### config.mk
export PLATFORM = sky130hd
export DESIGN_NAME = format_specifier_rewriter_core
export DESIGN_NICKNAME = d
export VERILOG_FILES = /design/src/sv/fmtr_pkg.sv /design/src/sv/fmtr_front.sv /design/src/sv/fmtr_queue.sv /design/src/sv/fmtr_back.sv /design/src/sv/format_specifier_rewriter_core.sv
export SDC_FILE = /design/constraint.sdc
export NUM_CORES = 1
export LEC_CHECK = 0
export BUFFER_PORTS_ARGS = -buffer_cell sky130_fd_sc_hd__buf_2
export CORE_MARGIN = 4
export CORE_UTILIZATION = 50
export CTS_CLUSTER_SIZE = 25
export DETAILED_ROUTE_END_ITERATION = 8
export GPL_TIMING_DRIVEN = 0
export PLACE_DENSITY = 0.66
export SETUP_SLACK_MARGIN = 0.5
export SYNTH_ARGS = -nofsm -noshare
export SYNTH_HDL_FRONTEND = slang
export SYNTH_HIERARCHICAL = 1
export SYNTH_SLANG_ARGS = --single-unit
### constraint.sdc
create_clock -name clk -period 2.5 [get_ports clk]
set_input_delay 0.375 -clock clk [delete_from_list [all_inputs] [get_ports clk]]
set_output_delay 0.375 -clock clk [all_outputs]
set_load 0.02 [all_outputs]
### src/sv/fmtr_pkg.sv
`timescale 1ns / 1ps
`default_nettype none

package fmtr_pkg;

	// Queue depth between the classifier and the emitter
	localparam int QUEUE_DEPTH = 2;

	localparam int CHAR_W = 8;
	localparam int IDX_W  = 3;

	// ASCII codes
	localparam logic [CHAR_W-1:0] CH_NUL   = 8'h00;
	localparam logic [CHAR_W-1:0] CH_SPACE = 8'h20;
	localparam logic [CHAR_W-1:0] CH_HASH  = 8'h23;
	localparam logic [CHAR_W-1:0] CH_PCT   = 8'h25;
	localparam logic [CHAR_W-1:0] CH_QUOTE = 8'h27;
	localparam logic [CHAR_W-1:0] CH_PLUS  = 8'h2B;
	localparam logic [CHAR_W-1:0] CH_MINUS = 8'h2D;
	localparam logic [CHAR_W-1:0] CH_ZERO  = 8'h30;
	localparam logic [CHAR_W-1:0] CH_ONE   = 8'h31;
	localparam logic [CHAR_W-1:0] CH_SIX   = 8'h36;
	localparam logic [CHAR_W-1:0] CH_EIGHT = 8'h38;
	localparam logic [CHAR_W-1:0] CH_UP_A  = 8'h41;
	localparam logic [CHAR_W-1:0] CH_UP_I  = 8'h49;
	localparam logic [CHAR_W-1:0] CH_UP_K  = 8'h4B;
	localparam logic [CHAR_W-1:0] CH_UP_X  = 8'h58;
	localparam logic [CHAR_W-1:0] CH_UP_Z  = 8'h5A;
	localparam logic [CHAR_W-1:0] CH_LO_A  = 8'h61;
	localparam logic [CHAR_W-1:0] CH_LO_K  = 8'h6B;
	localparam logic [CHAR_W-1:0] CH_LO_L  = 8'h6C;
	localparam logic [CHAR_W-1:0] CH_LO_X  = 8'h78;
	localparam logic [CHAR_W-1:0] CH_LO_Y  = 8'h79;
	localparam logic [CHAR_W-1:0] CH_LO_Z  = 8'h7A;

	typedef enum logic [1:0] {
		PH_PLAIN,
		PH_PCT,
		PH_FLAGS,
		PH_WIDTH
	} phase_t;

	typedef enum logic [0:0] {
		OP_CHAR,
		OP_STR
	} op_t;

	typedef enum logic [2:0] {
		STR_08X_LO,
		STR_08X_UP,
		STR_LL,
		STR_016_LO,
		STR_016_UP
	} str_t;

	typedef struct packed {
		op_t              op;
		str_t             sid;
		logic [CHAR_W-1:0] chr;
	} cmd_t;

	function automatic logic [IDX_W-1:0] str_len(input str_t sid);
		logic [IDX_W-1:0] len;
		unique case (sid)
			STR_08X_LO, STR_08X_UP: len = 3'd3;
			STR_LL:                 len = 3'd2;
			STR_016_LO, STR_016_UP: len = 3'd6;
			default:                len = 3'd1;
		endcase
		return len;
	endfunction

	function automatic logic [CHAR_W-1:0] str_char(input str_t sid, input logic [IDX_W-1:0] idx);
		logic [CHAR_W-1:0] c;
		logic              upper;
		upper = (sid == STR_08X_UP) || (sid == STR_016_UP);
		c = CH_NUL;
		unique case (sid)
			STR_08X_LO, STR_08X_UP: begin
				unique case (idx)
					3'd0:    c = CH_ZERO;
					3'd1:    c = CH_EIGHT;
					default: c = upper ? CH_UP_X : CH_LO_X;
				endcase
			end
			STR_LL: c = CH_LO_L;
			STR_016_LO, STR_016_UP: begin
				unique case (idx)
					3'd0:       c = CH_ZERO;
					3'd1:       c = CH_ONE;
					3'd2:       c = CH_SIX;
					3'd3, 3'd4: c = CH_LO_L;
					default:    c = upper ? CH_UP_X : CH_LO_X;
				endcase
			end
			default: c = CH_NUL;
		endcase
		return c;
	endfunction

endpackage

`default_nettype wire

### src/sv/fmtr_front.sv
`timescale 1ns / 1ps
`default_nettype none

module fmtr_front (
	input  wire logic                       clk,
	input  wire logic                       arst_n,
	input  wire logic                       cfg_we,
	input  wire logic                       cfg_wdata,
	input  wire logic                       acc,
	input  wire logic [fmtr_pkg::CHAR_W-1:0] char_in,
	output fmtr_pkg::cmd_t                  cmd,
	output logic                            push,
	output fmtr_pkg::phase_t                phase
);
	import fmtr_pkg::*;

	phase_t phase_q;
	phase_t phase_d;
	logic   ptr64_q;
	logic   emit;

	logic   is_flag;
	logic   is_letter;
	logic   w_emit;
	cmd_t   w_cmd;
	phase_t w_phase;

	assign is_flag = (char_in == CH_MINUS) || (char_in == CH_PLUS) || (char_in == CH_ZERO) ||
		(char_in == CH_SPACE) || (char_in == CH_HASH) || (char_in == CH_QUOTE) ||
		(char_in == CH_UP_I);
	assign is_letter = ((char_in >= CH_LO_A) && (char_in <= CH_LO_Z)) ||
		((char_in >= CH_UP_A) && (char_in <= CH_UP_Z));

	// width/precision scanning, shared by every phase past the '%'
	always_comb begin
		w_emit     = 1'b1;
		w_cmd.op   = OP_CHAR;
		w_cmd.sid  = STR_LL;
		w_cmd.chr  = char_in;
		w_phase    = PH_PLAIN;
		priority if (char_in == CH_NUL) begin
			w_phase = PH_PLAIN;
		end else if (!is_letter) begin
			w_phase = PH_WIDTH;
		end else if (char_in == CH_LO_Y) begin
			w_cmd.op = OP_STR;
			w_emit   = ptr64_q;
		end else begin
			w_phase = PH_PLAIN;
		end
	end

	always_comb begin
		emit     = 1'b1;
		cmd.op   = OP_CHAR;
		cmd.sid  = STR_LL;
		cmd.chr  = char_in;
		phase_d  = phase_q;
		unique case (phase_q)
			PH_PLAIN: begin
				phase_d = (char_in == CH_PCT) ? PH_PCT : PH_PLAIN;
			end
			PH_PCT: begin
				priority if (char_in == CH_UP_K) begin
					cmd.op  = OP_STR;
					cmd.sid = ptr64_q ? STR_016_UP : STR_08X_UP;
					phase_d = PH_PLAIN;
				end else if (char_in == CH_LO_K) begin
					cmd.op  = OP_STR;
					cmd.sid = ptr64_q ? STR_016_LO : STR_08X_LO;
					phase_d = PH_PLAIN;
				end else if ((char_in == CH_PCT) || (char_in == CH_NUL)) begin
					phase_d = PH_PLAIN;
				end else if (is_flag) begin
					phase_d = PH_FLAGS;
				end else begin
					emit    = w_emit;
					cmd     = w_cmd;
					phase_d = w_phase;
				end
			end
			PH_FLAGS: begin
				priority if (is_flag) begin
					phase_d = PH_FLAGS;
				end else begin
					emit    = w_emit;
					cmd     = w_cmd;
					phase_d = w_phase;
				end
			end
			PH_WIDTH: begin
				emit    = w_emit;
				cmd     = w_cmd;
				phase_d = w_phase;
			end
			default: begin
				phase_d = PH_PLAIN;
			end
		endcase
	end

	assign push  = acc && emit;
	assign phase = phase_q;

	always_ff @(posedge clk or negedge arst_n) begin
		if (!arst_n) begin
			phase_q <= PH_PLAIN;
			ptr64_q <= 1'b1;
		end else begin
			if (acc) begin
				phase_q <= phase_d;
			end
			if (cfg_we) begin
				ptr64_q <= cfg_wdata;
			end
		end
	end

endmodule

`default_nettype wire

### src/sv/fmtr_queue.sv
`timescale 1ns / 1ps
`default_nettype none

module fmtr_queue #(
	parameter int DEPTH = fmtr_pkg::QUEUE_DEPTH
) (
	input  wire logic   clk,
	input  wire logic   arst_n,
	input  wire logic   push,
	input  wire fmtr_pkg::cmd_t wdata,
	input  wire logic   pop,
	output fmtr_pkg::cmd_t rdata,
	output logic        full,
	output logic        empty
);
	import fmtr_pkg::*;

	localparam int AW = (DEPTH > 1) ? $clog2(DEPTH) : 1;
	localparam int CW = $clog2(DEPTH + 1);

	cmd_t          mem_q [DEPTH];
	logic [AW-1:0] wr_ptr_q;
	logic [AW-1:0] rd_ptr_q;
	logic [CW-1:0] count_q;

	assign full  = (count_q == CW'(DEPTH));
	assign empty = (count_q == '0);
	assign rdata = mem_q[rd_ptr_q];

	always_ff @(posedge clk) begin
		if (push) begin
			mem_q[wr_ptr_q] <= wdata;
		end
	end

	always_ff @(posedge clk or negedge arst_n) begin
		if (!arst_n) begin
			wr_ptr_q <= '0;
			rd_ptr_q <= '0;
			count_q  <= '0;
		end else begin
			if (push) begin
				wr_ptr_q <= (wr_ptr_q == AW'(DEPTH - 1)) ? '0 : wr_ptr_q + AW'(1);
			end
			if (pop) begin
				rd_ptr_q <= (rd_ptr_q == AW'(DEPTH - 1)) ? '0 : rd_ptr_q + AW'(1);
			end
			unique case ({push, pop})
				2'b10:   count_q <= count_q + CW'(1);
				2'b01:   count_q <= count_q - CW'(1);
				default: count_q <= count_q;
			endcase
		end
	end

endmodule

`default_nettype wire

### src/sv/fmtr_back.sv
`timescale 1ns / 1ps
`default_nettype none

module fmtr_back (
	input  wire logic                        clk,
	input  wire logic                        arst_n,
	input  wire fmtr_pkg::cmd_t              head,
	input  wire logic                        empty,
	output logic                             pop,
	output logic [fmtr_pkg::IDX_W-1:0]       idx,
	output logic                             res_valid,
	input  wire logic                        res_ready,
	output logic [fmtr_pkg::CHAR_W-1:0]      char_out,
	output logic                             last_of_run
);
	import fmtr_pkg::*;

	logic [IDX_W-1:0]  idx_q;
	logic              valid_q;
	logic [CHAR_W-1:0] char_q;
	logic              last_q;

	logic              load;
	logic [CHAR_W-1:0] nxt_char;
	logic              nxt_last;

	assign load = !empty && (!valid_q || res_ready);

	always_comb begin
		unique case (head.op)
			OP_CHAR: begin
				nxt_char = head.chr;
				nxt_last = 1'b1;
			end
			OP_STR: begin
				nxt_char = str_char(head.sid, idx_q);
				nxt_last = (idx_q == str_len(head.sid) - 3'd1);
			end
			default: begin
				nxt_char = head.chr;
				nxt_last = 1'b1;
			end
		endcase
	end

	assign pop = load && nxt_last;

	always_ff @(posedge clk) begin
		if (load) begin
			char_q <= nxt_char;
			last_q <= nxt_last;
		end
	end

	always_ff @(posedge clk or negedge arst_n) begin
		if (!arst_n) begin
			valid_q <= 1'b0;
			idx_q   <= '0;
		end else begin
			if (load) begin
				valid_q <= 1'b1;
			end else if (res_ready) begin
				valid_q <= 1'b0;
			end
			if (load) begin
				idx_q <= nxt_last ? '0 : idx_q + 3'd1;
			end
		end
	end

	assign idx         = idx_q;
	assign res_valid   = valid_q;
	assign char_out    = char_q;
	assign last_of_run = last_q;

endmodule

`default_nettype wire

### src/sv/format_specifier_rewriter_core.sv
`timescale 1ns / 1ps
`default_nettype none

// Format specifier rewriter. Feed one byte of a printf-style format string per
// transaction on char_in (a zero byte ends the string and is echoed); the block
// returns the rewritten string one byte per transaction on char_out, with
// last_of_run set on the final byte caused by each input byte. After '%', a 'k'
// or 'K' expands to "08x"/"08X" (cfg_wdata written 0) or "016llx"/"016llX"
// (written 1, the reset value); a 'y' conversion letter becomes "ll" in 64-bit
// mode and produces nothing in 32-bit mode. Rate: ordinary bytes stream at one
// per clock while res_ready is high and the queue has room, via a queue entry
// and the output register to char_out. An expansion emits its bytes (2, 3 or
// 6) one per clock while res_ready is high, via the emitter's single-byte output
// register; the classifier keeps accepting input while the QUEUE_DEPTH-entry
// command queue has room. Write the mode only while the block is idle.
module format_specifier_rewriter_core #(
	parameter int QUEUE_DEPTH = fmtr_pkg::QUEUE_DEPTH
) (
	input  wire logic                        clk,
	input  wire logic                        arst_n,
	input  wire logic                        cfg_we,
	input  wire logic                        cfg_wdata,
	input  wire logic                        char_valid,
	output logic                             char_ready,
	input  wire logic [fmtr_pkg::CHAR_W-1:0] char_in,
	output logic                             res_valid,
	input  wire logic                        res_ready,
	output logic [fmtr_pkg::CHAR_W-1:0]      char_out,
	output logic                             last_of_run
);
	import fmtr_pkg::*;

	logic             acc;
	logic             q_push;
	logic             q_pop;
	logic             q_full;
	logic             q_empty;
	cmd_t             q_wdata;
	cmd_t             q_head;
	phase_t           phase;
	logic [IDX_W-1:0] idx;

	// accept whenever the command queue has a free slot
	assign char_ready = !q_full;
	assign acc        = char_valid && char_ready;

	// classify each byte into a command, track the scan phase
	fmtr_front u_front (
		.clk       (clk),
		.arst_n    (arst_n),
		.cfg_we    (cfg_we),
		.cfg_wdata (cfg_wdata),
		.acc       (acc),
		.char_in   (char_in),
		.cmd       (q_wdata),
		.push      (q_push),
		.phase     (phase)
	);

	// decouple classification from emission
	fmtr_queue #(
		.DEPTH (QUEUE_DEPTH)
	) u_queue (
		.clk    (clk),
		.arst_n (arst_n),
		.push   (q_push),
		.wdata  (q_wdata),
		.pop    (q_pop),
		.rdata  (q_head),
		.full   (q_full),
		.empty  (q_empty)
	);

	// expand commands into output bytes, one per cycle while res_ready allows
	fmtr_back u_back (
		.clk         (clk),
		.arst_n      (arst_n),
		.head        (q_head),
		.empty       (q_empty),
		.pop         (q_pop),
		.idx         (idx),
		.res_valid   (res_valid),
		.res_ready   (res_ready),
		.char_out    (char_out),
		.last_of_run (last_of_run)
	);

`ifndef SYNTHESIS
	// never push into a full queue
	a_no_overflow: assert property (@(posedge clk) disable iff (!arst_n)
		!(q_push && q_full))
		else $error("command pushed into full queue");

	// a partial expansion always belongs to a string command at the queue head
	a_idx_in_str: assert property (@(posedge clk) disable iff (!arst_n)
		(idx != '0) |-> (!q_empty && q_head.op == OP_STR))
		else $error("expansion index without string command");

	// a terminator returns scanning to plain text
	a_nul_resets: assert property (@(posedge clk) disable iff (!arst_n)
		(acc && char_in == CH_NUL) |=> (phase == PH_PLAIN))
		else $error("terminator did not reset scan phase");
`endif

endmodule

`default_nettype wire

Word-level counts from Yosys, hierarchy flattened:

Memory sizes are Yosys's and may differ from the RTL's.
Index checks and enable logic that the tools add are counted.

* bitwise gates (word level): 1
* eq/ne operators: 26
* reductions and logical operators: 29
* mux-type cells: 44
* add/sub/neg operators: 6
* $lt $le $gt $ge: 4

Operator list (number)
* $eq A8 B6 Y1 const B: 7
* $pmux W12 S3: 1
* $eq A8 B7 Y1 const B: 4
* $pmux W8 S2: 2
* $pmux W8 S4: 1
* $mux W12: 2
* $pmux W8 S3: 1
* $mux W1: 17
* $ge A8 B7 Y1 const B: 2
* $le A8 B7 Y1 const B: 2
* $mux W8: 2
* $mux W2: 7
* $eq A3 B2 Y1 const B: 4
* $logic_or A1 B1 Y1: 10
* $mux W3: 3
* $pmux W3 S3: 1
* $eq A2 B2 Y1 const B: 4
* $logic_not A8 Y1: 1
* $mux W4: 2
* $pmux W2 S4: 1
* $eq A3 B1 Y1 const B: 2
* $eq A3 B3 Y1 const B: 2
* $logic_and A1 B1 Y1: 6
* $logic_not A3 Y1: 2
* 16 further kinds: 24

* word-level logic and storage cells: 120
* RAM bits: 24
* register bits: 20
* output and inout port bits: 11
* memories kept: 1

Memories
* u_queue.mem_q: words 2, bits a word 12, read ports 1, clocked after memory_dff 0, write ports 1, RTL line fmtr_queue.sv:21 `cmd_t mem_q [DEPTH];`

Longest topological paths before layout:

Gate-level depths: netlist (run 1).

* depth in word-level cells: 15
* mapped depth: 11
* gate-level depth less buffers: 10

Hierarchy:

The synthesis (run 1) kept the hierarchy.

By module, submodules not included
* fmtr_queue: area each 1053.5 um^2, cells each 53, instances 1, sequential area each 820.8 um^2
* fmtr_back: area each 919.6 um^2, cells each 89, instances 1, sequential area each 370.4 um^2
* fmtr_front: area each 495.5 um^2, cells each 63, instances 1, sequential area each 76.3 um^2
* format_specifier_rewriter_core: area each 10.0 um^2, cells each 2, instances 1, sequential area each 0.0 um^2

Worst setup path before layout (run 1):

OpenSTA, ideal clock, no wires.

* path kind: input port to flip-flop
* start point: input port char_in[7] (netlist name)
* end point: memory u_queue/mem_q[0][0] (netlist name) (enable)
* setup slack: -0.023 ns
* buffers on the path: 0
* data required time: 2.120 ns
* stages on the path: 7
* data arrival time: 2.143 ns
* library setup time: 0.380 ns
* cell sequence: and2b_1 nand3_2 o311a_4 maj3_2 a21boi_2 inv_1 nor2_1

* word-level cells in the longest chain between the ends: 15

RTL lines
* start, declared: RTL line format_specifier_rewriter_core.sv:25 `input wire logic [fmtr_pkg::CHAR_W-1:0] char_in,`
* parallel branches: the longest is 11 deep, another holds $ge A8 B7 Y1
* $pmux W1 S3 (*): RTL line fmtr_front.sv:59 `unique case (phase_q)`
* $logic_and A1 B1 Y1 (*): RTL line fmtr_front.sv:102 `assign push = acc && emit;`
* via q_push: RTL line format_specifier_rewriter_core.sv:34 `logic q_push;`
* $mux W1 (*): RTL line fmtr_queue.sv:31 `if (push) begin`
* $mux W1 (not written as such) (*): RTL line fmtr_queue.sv:32 `mem_q[wr_ptr_q] <= wdata;`
* end, declared: RTL line fmtr_queue.sv:21

Mark *: on every way through the listed nets, which the timed path passes.

==> flow_metrics.env, run 1 <==
export IMPL_outcome="completed"
export IMPL_r2r_end="u_queue/count_q[1]$_DFFE_PN0P_"
export IMPL_hold_end="u_queue/mem_q[1][5]$_DFFE_PP_"
export IMPL_htree_levels=2
export IMPL_vias_per_cell=5.39
export IMPL_layout_nets=284
export IMPL_crit_arrival_ns=2.41
export IMPL_ys_ff_latch=44
export IMPL_wire_per_inst_um=15.0
export IMPL_ios=25
export IMPL_hold_class="primary input to flop"
export IMPL_num_antenna_cells=0
export IMPL_tns_ns=0
export IMPL_final_min_clock_period_ns=2.23
export IMPL_cts_root_buf="clkbuf_8"
export IMPL_grt_overflow=0
export IMPL_initial_core_util=0.521
export IMPL_synth_cells=207
export IMPL_ys_types=63
export IMPL_port_buffers=23
export IMPL_die_area_mm2=0.00615
export IMPL_critPathMaxFanout=6
export IMPL_synthFlopType="edfxtp_1"
export IMPL_preCtsSetupSlack_ns=0.00266
export IMPL_crit_path_end_kind="flop"
export IMPL_worst_slew_pin_slew_ns=0.590
export IMPL_hold_viol=0
export IMPL_syn_area_per_cell_um2=12.0
export IMPL_fill_cells=362
export IMPL_chipWidth_um=78.4
export IMPL_globalRouteTotalUtil=0.168
export IMPL_num_rows=25
export IMPL_layout_cells_non_filler=333
export IMPL_grt_antenna_before_repair=0
export IMPL_yosysWarnings=6
export IMPL_cap_violations=0
export IMPL_grt_pass1_wl_mm=8.17
export IMPL_seq_area_frac_synth=0.511
export IMPL_cts_buffers=5
export IMPL_grt_max_degree=14
export IMPL_hold_depth=1
export IMPL_cts_tree="yes"
export IMPL_synth_nets=226
export IMPL_power_density_mw_per_mm2=1080
export IMPL_areaGrowthSynthToFinish_pct=28.7
export IMPL_clock_path_buffers=2
export IMPL_dp_cells=297
export IMPL_cts_sinks=44
export IMPL_p_leak_nw=1.27
export IMPL_setup_ws_ns=0.267
export IMPL_synth_enable_flop_cells=33
export IMPL_die_h_um=78.4
export IMPL_min_from="char_in[5]"
export IMPL_startpoint_type="flop"
export IMPL_drc_errors=0
export IMPL_worst_setup_path_type="flop to flop"
export IMPL_clock_skew_ns=0.00738
export IMPL_rr_startpoint="u_queue/rd_ptr_q$_DFFE_PN0P_"
export IMPL_drive_above_1_share=0.444
export IMPL_vdd_drop_max_mv=0.475
export IMPL_syn_area_mm2=0.00248
export IMPL_setup_viol_count_final=0
export IMPL_insertion_delay_ns=0.29
export IMPL_slew_headroom=0.603
export IMPL_num_vias=1795
export IMPL_grt_pass1_vias=1773
export IMPL_rsz0062_at_grt="yes"
export IMPL_reg2reg_slack_ns=0.27
export IMPL_gp_congestion=0.831
export IMPL_finalMaxSlewViolations=0
export IMPL_antenna_left=0
export IMPL_fin_crit_sh=0.893
export IMPL_fmax_mhz=448
export IMPL_reg2regPathDepth=10
export IMPL_drt_iter0_drc=85
export IMPL_cp_required_ns=2.67
export IMPL_fp_coreArea_mm2=0.00475
export IMPL_ys_async_sr_fraction=0.250
export IMPL_dpl_hpwl_mm=3.13
export IMPL_timing_hold_ws_ns=0.273
export IMPL_finalWirelength_mm=5.00
export IMPL_clk_pin_slew_ns=0.08
export IMPL_first_pass_iters=4
[how the worst max path moves through the flow]
| stage | from | endpoint | slack [ns] | depth (start not counted) |
|---|---|---|---|---|
| 2_1_floorplan | u_queue/rd_ptr_q$_DFFE_PN0P_ | u_queue/count_q[1]$_DFFE_PN0P_ | 0.31 | 9 |
| 3_3_place_gp | char_in[7] | u_queue/mem_q[0][5]$_DFFE_PP_ | 0.03 | 8 |
| 3_5_place_dp | char_in[7] | u_queue/mem_q[0][5]$_DFFE_PP_ | 0.003 | 8 |
| 4_1_cts | u_queue/rd_ptr_q$_DFFE_PN0P_ | u_queue/count_q[1]$_DFFE_PN0P_ | 0.28 | 10 |
| 5_1_grt | u_queue/rd_ptr_q$_DFFE_PN0P_ | u_queue/count_q[1]$_DFFE_PN0P_ | 0.20 | 10 |
| 6_report | u_queue/rd_ptr_q$_DFFE_PN0P_ | u_queue/count_q[1]$_DFFE_PN0P_ | 0.27 | 10 |
[synth_stat cells, drive strengths merged, types with 3 or more instances]
master / number / area share
edfxtp: 33 / 0.40
nor2: 16 / 0.024
buf: 14 / 0.044
mux2: 14 / 0.064
inv: 11 / 0.017
dfrtp: 10 / 0.10
nand2: 9 / 0.014
nor2b: 9 / 0.023
a21oi: 8 / 0.016
ha: 5 / 0.025
a31oi: 4 / 0.010
a32oi: 4 / 0.017
nand2b: 4 / 0.010
nand3: 4 / 0.010
nor3: 4 / 0.0081
nor3b: 4 / 0.014
xor2: 4 / 0.014
and2b: 3 / 0.0096
and3: 3 / 0.0081
o21ai: 3 / 0.0061
o21bai: 3 / 0.014
[power by group]
group | internal (mW) | leakage [nW] | switching (mW)
logic | 0.889 | 0.789 | 0.931
clock network | 0.196 | 0.0422 | 0.226
registers | 1.08 | 0.437 | 0.125
[per-stage QoR]
step                utilization  cell area (um2)  power [mW]
global placement          0.573             2720        2.59
detailed placement        0.573             2720        2.60
CTS                       0.646             3070        3.26
floorplan                     -             2520        2.29
global route              0.671             3190        3.68
finish                    0.671             3190        3.45
[cells in the final DEF (no fill, tap or decap), types with 3 or more instances in the layout]
cell,n
dfrtp_1,9
buf_2,20
nor2b_1,7
edfxtp_1,33
nor3_1,3
ha_1,4
clkbuf_8,5
nand2b_1,4
a21oi_1,8
buf_8,3
buf_4,32
nand2_1,9
buf_6,6
a31oi_1,3
clkbuf_1,3
mux2_2,12
nor2_1,14
xor2_1,4
inv_1,10
a32oi_1,3
[metal layers]
metal  global-route usage  share of wire  vias to the layer above
met5                    0              0                        -
met4               0.0594         0.0086                        0
met3               0.0367          0.036                        4
met2                0.286           0.53                       38
met1                0.212           0.42                      872
li1                     -              -                      881
[flip-flops by register name (all words and copies together) (netlist names)]
name	flops
u_back/last_of_run	1
u_back/char_out	8
u_queue/wr_ptr_q	1
u_queue/rd_ptr_q	1
u_front/ptr64_q	1
u_front/phase	2
u_queue/count_q	2
u_back/idx	3
u_back/res_valid	1
u_queue/mem_q	24
[critical path, stage by stage (launching register included)]
cell,delay (ns)
dfrtp_1,0.41
buf_6,0.14
mux2_4,0.32
buf_6,0.13
nor2b_1,0.19
a32oi_2,0.18
a31oi_4,0.25
ha_4,0.16
xnor2_2,0.11
nor2_2,0.06
xor2_1,0.15
[repair_timing]
action	CTS	global route
gates cloned	1	0
endpoints found under the setup margin	31	36
pin swaps	8	7
setup buffers	18	8
hold buffers	1	0
resized for setup	22	10
hold endpoints to repair	10	0
[kinds of logic (layout without fill, tap and decap cells)]
family / count (synthesis) / after routing / share of synthesized area
fa+ha+maj: 6 / 6 / 0.0298
flops: 44 / 44 / 0.511
compound gates: 43 / 43 / 0.152
buf+inv: 26 / 85 / 0.0621
simple gates: 68 / 68 / 0.160
xor+xnor: 6 / 6 / 0.0212
mux: 14 / 14 / 0.0636
[layout make-up]
type,count,area [um2],area share
plain buffers,15,113,0.0353
clock buffers,7,76.3,0.0239
clock inverters,1,5.00,0.00157
inverters,11,41.3,0.0129
multi-input cells,137,1180,0.370
flip-flops and latches,44,1270,0.398
well taps,67,83.8,0.0263
repair buffers,51,422,0.132
Power figures use the tool's default switching activity.
==> run 2: changes to the inputs <==
CORE_UTILIZATION = 59   (was 50)
PLACE_DENSITY = 0.77   (was 0.66)
==> run 2 against run 1 <==
Routed wire length grew 4.5%. First-iteration DRC count increased by 92%. Clock power increased by 25%. Critical endpoint unchanged. Critical path depth unchanged. Clock skew grew 0.0024 ns.
==> flow_metrics.env, run 2 (synthesis gave the netlist of run 1 again) <==
export IMPL_power_density_mw_per_mm2=1130
export IMPL_pwr_share_seq=0.351
export IMPL_cp_required_ns=2.68
export IMPL_cap_violations=0
export IMPL_num_rows=23
export IMPL_num_antenna_cells=0
export IMPL_regMostFlops="u_queue/mem_q"
export IMPL_fin_crit_sh=0.939
export IMPL_die_h_um=72.8
export IMPL_switching_power_mw=1.28
export IMPL_vdd_drop_max_mv=0.547
export IMPL_antenna_left=0
export IMPL_min_from="char_in[5]"
export IMPL_slew_headroom=0.566
export IMPL_hold_viol=0
export IMPL_dp_cells=280
export IMPL_clock_path_buffers=2
export IMPL_port_buffers=23
export IMPL_grt_antenna_before_repair=0
export IMPL_crit_path_end_kind="flop"
export IMPL_num_vias=1840
export IMPL_cts_root_buf="clkbuf_8"
export IMPL_chipWidth_um=72.8
export IMPL_drt_iter0_drc=163
export IMPL_grt_overflow=0
export IMPL_setup_viol_count_final=0
export IMPL_cts_tree="yes"
export IMPL_worst_slew_pin_slew_ns=0.645
export IMPL_grt_pass1_wl_mm=8.38
export IMPL_layout_nets=276
export IMPL_vias_per_cell=5.97
export IMPL_worst_setup_path_type="flop to flop"
export IMPL_hold_class="primary input to flop"
export IMPL_clk_pin_slew_ns=0.08
export IMPL_final_cell_mix="33 x edfxtp_1, 25 x buf_4, 22 x buf_2"
export IMPL_crit_arrival_ns=2.53
export IMPL_rsz0062_at_grt="yes"
export IMPL_drive_above_1_share=0.411
export IMPL_finalMaxSlewViolations=0
export IMPL_grt_pass1_vias=1841
export IMPL_power_internal_mw=2.20
export IMPL_largest_register_ffs=24
export IMPL_dpl_hpwl_mm=3.56
export IMPL_areaGrowthSynthToFinish_pct=24.3
export IMPL_rr_startpoint="u_queue/rd_ptr_q$_DFFE_PN0P_"
export IMPL_die_area_mm2=0.00530
export IMPL_gp_congestion=0.807
export IMPL_ios=25
export IMPL_placed_area_mm2=0.00270
export IMPL_tns_ns=0
export IMPL_fin_util=0.765
export IMPL_design_area_mm2=0.00308
export IMPL_power_frac_comb=0.498
export IMPL_htree_levels=2
export IMPL_fill_cells=244
export IMPL_layout_cells_non_filler=308
export IMPL_finalWirelength_mm=5.22
export IMPL_cts_sinks=44
export IMPL_grt_max_degree=14
export IMPL_outcome="completed"
export IMPL_wire_per_inst_um=17.0
export IMPL_critPathMaxFanout=4
export IMPL_globalRouteTotalUtil=0.209
export IMPL_clock_skew_ns=0.00978
export IMPL_final_common_cell="edfxtp_1"
export IMPL_p_leak_nw=1.22
export IMPL_startpoint="u_queue/rd_ptr_q$_DFFE_PN0P_"
export IMPL_startpoint_type="flop"
export IMPL_cts_buffers=5
export IMPL_p_clk_frac=0.151
export IMPL_drc_errors=0
export IMPL_first_pass_iters=4
export IMPL_insertion_delay_ns=0.30
export IMPL_fp_coreArea_mm2=0.00403
export IMPL_final_min_clock_period_ns=2.35
export IMPL_fmax_mhz=426
export IMPL_sw_frac_of_total=0.368
export IMPL_initial_core_util=0.615
## run 2: cell type report
cell class	count	area, um2	area share
timing repair buffer	42	319	0.104
multi-input combinational	138	1160	0.376
clock inverter	2	35.0	0.0114
buffer	15	123	0.0398
tap	50	62.6	0.0203
sequential	44	1270	0.412
inverter	11	41.3	0.0134
clock buffer	6	72.6	0.0235
## run 2: stage by stage
| stage | power, mW | setup slack (ns) | hold slack (ns) |
|---|---|---|---|
| 2_1_floorplan | 2.29 | 0.307 | 0.0794 |
| 3_3_place_gp | 2.55 | 0.0746 | 0.252 |
| 3_5_place_dp | 2.62 | 0.0246 | 0.260 |
| 4_1_cts | 3.39 | 0.157 | 0.255 |
| 5_1_grt | 3.69 | 0.0829 | 0.250 |
| 6_report | 3.49 | 0.152 | 0.266 |
## run 2: power groups by stage
stage | Sequential, mW | Clock (mW) | Combinational, mW
after floorplan | 1.31 | 0 | 0.982
after global placement | 1.21 | 0 | 1.34
after detailed placement | 1.23 | 0 | 1.38
after CTS | 1.22 | 0.536 | 1.64
after global routing | 1.25 | 0.574 | 1.86
final | 1.22 | 0.528 | 1.74
## run 2: worst paths after layout
kind                       slack [ns]  cells after the start                              to
max                              0.15                     10  u_queue/count_q[1]$_DFFE_PN0P_
min                              0.27                      1   u_queue/mem_q[0][5]$_DFFE_PP_
max reg2reg                      0.15                     10  u_queue/count_q[1]$_DFFE_PN0P_
min reg2reg                      0.52                      1  u_queue/count_q[1]$_DFFE_PN0P_
max in group asynchronous        1.75                      2     u_front/ptr64_q$_DFFE_PN1P_
min in group asynchronous        0.48                      2       u_back/idx[1]$_DFFE_PN0P_
## run 2: worst max-delay path, stage by stage (launching register included)
cell and delay [ns]:
dfrtp_2 0.44, buf_8 0.13, mux2_4 0.31, buf_4 0.14
nor4b_4 0.34, a221oi_4 0.14, a31oi_4 0.21, ha_4 0.17
xnor2_2 0.12, nor2_2 0.07, xor2_1 0.16
## run 2: timing repair
action,CTS,global route
endpoints found under the setup margin,31,35
resized for setup,19,5
buffers inserted,13,4
hold buffers,1,0
hold endpoints to repair,10,0
cloned,1,1
pin swaps,10,6
## run 2: per-layer routing
metal / vias to the layer above / track usage / routed length [um] / share of wire
li1: 866 / - / - / -
met1: 890 / 0.225 / 1970 / 0.38
met2: 67 / 0.393 / 2840 / 0.54
met3: 17 / 0.0413 / 264 / 0.051
met4: 0 / 0.0902 / 152 / 0.029
met5: - / 0 / 0 / 0
==> run 3: changes to the inputs <==
CORE_UTILIZATION = 61   (was 59)
PLACE_DENSITY = 0.79   (was 0.77)
clock period = 2.93 ns   (was 2.5 ns; I/O delays follow)
==> run 3 against run 2 <==
Critical path depth stayed put. Critical endpoint unchanged. Sequential power is 16% lower. Utilization is 2.1 points lower. Sequential share of layout area is 3.7 points higher. Flip-flop and latch count stayed put. Hold slack worse by 0.26 ns. Largest power group unchanged. Clock skew is 0.0040 ns lower. Clock power is 31% lower.
==> flow_metrics.env, run 3 (synthesis gave the netlist of run 1 again) <==
export IMPL_sw_frac_of_total=0.382
export IMPL_cp_required_ns=3.15
export IMPL_clock_path_buffers=2
export IMPL_finalWirelength_mm=4.53
export IMPL_power_density_mw_per_mm2=941
export IMPL_layout_cells_non_filler=290
export IMPL_startpoint_type="flop"
export IMPL_ctsHoldBuffers=0
export IMPL_outcome="completed"
export IMPL_power_frac_comb=0.476
export IMPL_port_buffers=23
export IMPL_die_h_um=71.7
export IMPL_globalRouteTotalUtil=0.182
export IMPL_dpl_hpwl_mm=3.33
export IMPL_wire_per_inst_um=15.6
export IMPL_drive_above_1_share=0.351
export IMPL_antenna_left=0
export IMPL_cap_violations=0
export IMPL_cts_root_buf="clkbuf_8"
export IMPL_finalPower_mw=2.66
export IMPL_drt_iter0_drc=111
export IMPL_vdd_drop_max_mv=0.458
export IMPL_cts_buffers=5
export IMPL_reg2regPathDepth=10
export IMPL_crit_path_end_kind="flop"
export IMPL_final_min_clock_period_ns=2.34
export IMPL_clk_pin_slew_ns=0.08
export IMPL_placed_area_mm2=0.00266
export IMPL_first_pass_iters=4
export IMPL_die_area_mm2=0.00515
export IMPL_rsz0062_at_grt="yes"
export IMPL_ios=25
export IMPL_regMostFlops="u_queue/mem_q"
export IMPL_reg2reg_slack_ns=0.59
export IMPL_critPathMaxFanout=10
export IMPL_insertion_delay_ns=0.29
export IMPL_final_common_cell="edfxtp_1"
export IMPL_design_area_mm2=0.00283
export IMPL_num_antenna_cells=0
export IMPL_p_leak_nw=1.08
export IMPL_largest_register_ffs=24
export IMPL_chipWidth_um=71.7
export IMPL_fp_coreArea_mm2=0.00380
export IMPL_met1_usage=0.216
export IMPL_final_cell_mix="33 x edfxtp_1, 26 x buf_2, 15 x nor2_1"
export IMPL_use_met3=0.0379
export IMPL_grt_pass1_vias=1690
export IMPL_cts_tree="yes"
export IMPL_worst_setup_path_type="flop to flop"
export IMPL_gp_congestion=0.793
export IMPL_p_clk_frac=0.137
export IMPL_vias_per_cell=5.85
export IMPL_r2r_end="u_queue/count_q[1]$_DFFE_PN0P_"
export IMPL_grt_pass1_wl_mm=7.43
export IMPL_fmax_mhz=427
export IMPL_setup_viol_count_final=0
export IMPL_power_internal_mw=1.64
export IMPL_hold_class="primary input to async pin"
export IMPL_worst_slew_pin_slew_ns=0.614
export IMPL_initial_core_util=0.653
export IMPL_dp_cells=278
export IMPL_cts_sinks=44
export IMPL_switching_power_mw=1.02
export IMPL_crit_arrival_ns=2.56
export IMPL_finalMaxSlewViolations=0
export IMPL_clock_skew_ns=0.00579
export IMPL_grt_antenna_before_repair=0
export IMPL_hold_viol=0
export IMPL_layout_nets=260
export IMPL_num_vias=1697
export IMPL_num_rows=22
export IMPL_grt_max_degree=15
export IMPL_rr_startpoint="u_queue/rd_ptr_q$_DFFE_PN0P_"
export IMPL_tns_ns=0
export IMPL_fin_crit_sh=0.799
export IMPL_met2_usage=0.327
export IMPL_slew_headroom=0.587
export IMPL_pwr_share_seq=0.387
export IMPL_areaGrowthSynthToFinish_pct=14.0
export IMPL_htree_levels=2
export IMPL_grt_busiest_layer="met2"
export IMPL_drc_errors=0
export IMPL_grt_overflow=0
## run 3: cell types whose count changed in the layout (fill, tap and decap cells not counted), sizes merged
cell / delta
and2: -1
buf: -14
bufinv: -1
clkbuf: -1
clkinvlp: +2
dlygate4sd3: -1
## run 3: worst max path at each step
stage / cells after the start / start / end
after global placement: 8 / char_in[7] / u_queue/mem_q[0][3]$_DFFE_PP_
after global routing: 10 / u_queue/rd_ptr_q$_DFFE_PN0P_ / u_queue/count_q[1]$_DFFE_PN0P_
after floorplan: 7 / char_in[7] / u_queue/mem_q[0][0]$_DFFE_PP_
after detailed placement: 8 / char_in[7] / u_queue/mem_q[0][5]$_DFFE_PP_
after CTS: 9 / u_queue/rd_ptr_q$_DFFE_PN0P_ / u_queue/count_q[1]$_DFFE_PN0P_
final: 10 / u_queue/rd_ptr_q$_DFFE_PN0P_ / u_queue/count_q[1]$_DFFE_PN0P_
## run 3: cell type report
cell class                      instances  area, um2
Fill cell                             270        972
Inverter                               11       41.3
Multi-Input combinational cell        137       1100
Tap cell                               48       60.1
Clock inverter                          3       18.8
Clock buffer                            5       68.8
Timing Repair Buffer                   27        158
Sequential cell                        44       1270
Buffer                                 15        113
## run 3: power by group through the flow
| stage | Sequential, mW | Combinational [mW] | Clock [mW] |
|---|---|---|---|
| floorplan | 1.11 | 0.793 | 0 |
| global placement | 1.03 | 1.10 | 0 |
| detailed placement | 1.05 | 1.14 | 0 |
| CTS | 1.03 | 1.16 | 0.377 |
| global route | 1.05 | 1.38 | 0.404 |
| finish | 1.03 | 1.27 | 0.365 |
## run 3: timing repair
item                                   in CTS  in global routing
setup buffers                               0                  4
resized for setup                           3                  4
setup endpoints to repair                  25                  2
endpoints found under the hold margin       0                  0
pin swaps                                   0                  4
## run 3: per-layer routing
layer,vias to the layer above,routed length (um)
li1,827,-
met1,818,1880
met2,47,2390
met3,5,212
met4,0,51
met5,-,0
## run 3: critical path, stage by stage, from the launching register on
cell and delay (ns):
dfrtp_2 0.38, buf_6 0.16, mux2_2 0.38, buf_6 0.15
nor2b_1 0.15, a221oi_4 0.33, a31oi_4 0.17, ha_4 0.19
xnor2_1 0.11, nor2_1 0.11, xor2_1 0.15
## run 3: stage by stage
stage           util  worst slack (ns)  hold WS (ns)
4_1_cts        0.726             0.450       0.00403
3_3_place_gp   0.699             0.187         0.317
5_1_grt        0.744             0.464        0.0107
2_1_floorplan      -             0.539         0.144
6_report       0.744             0.588       0.00313
3_5_place_dp   0.699             0.108         0.323
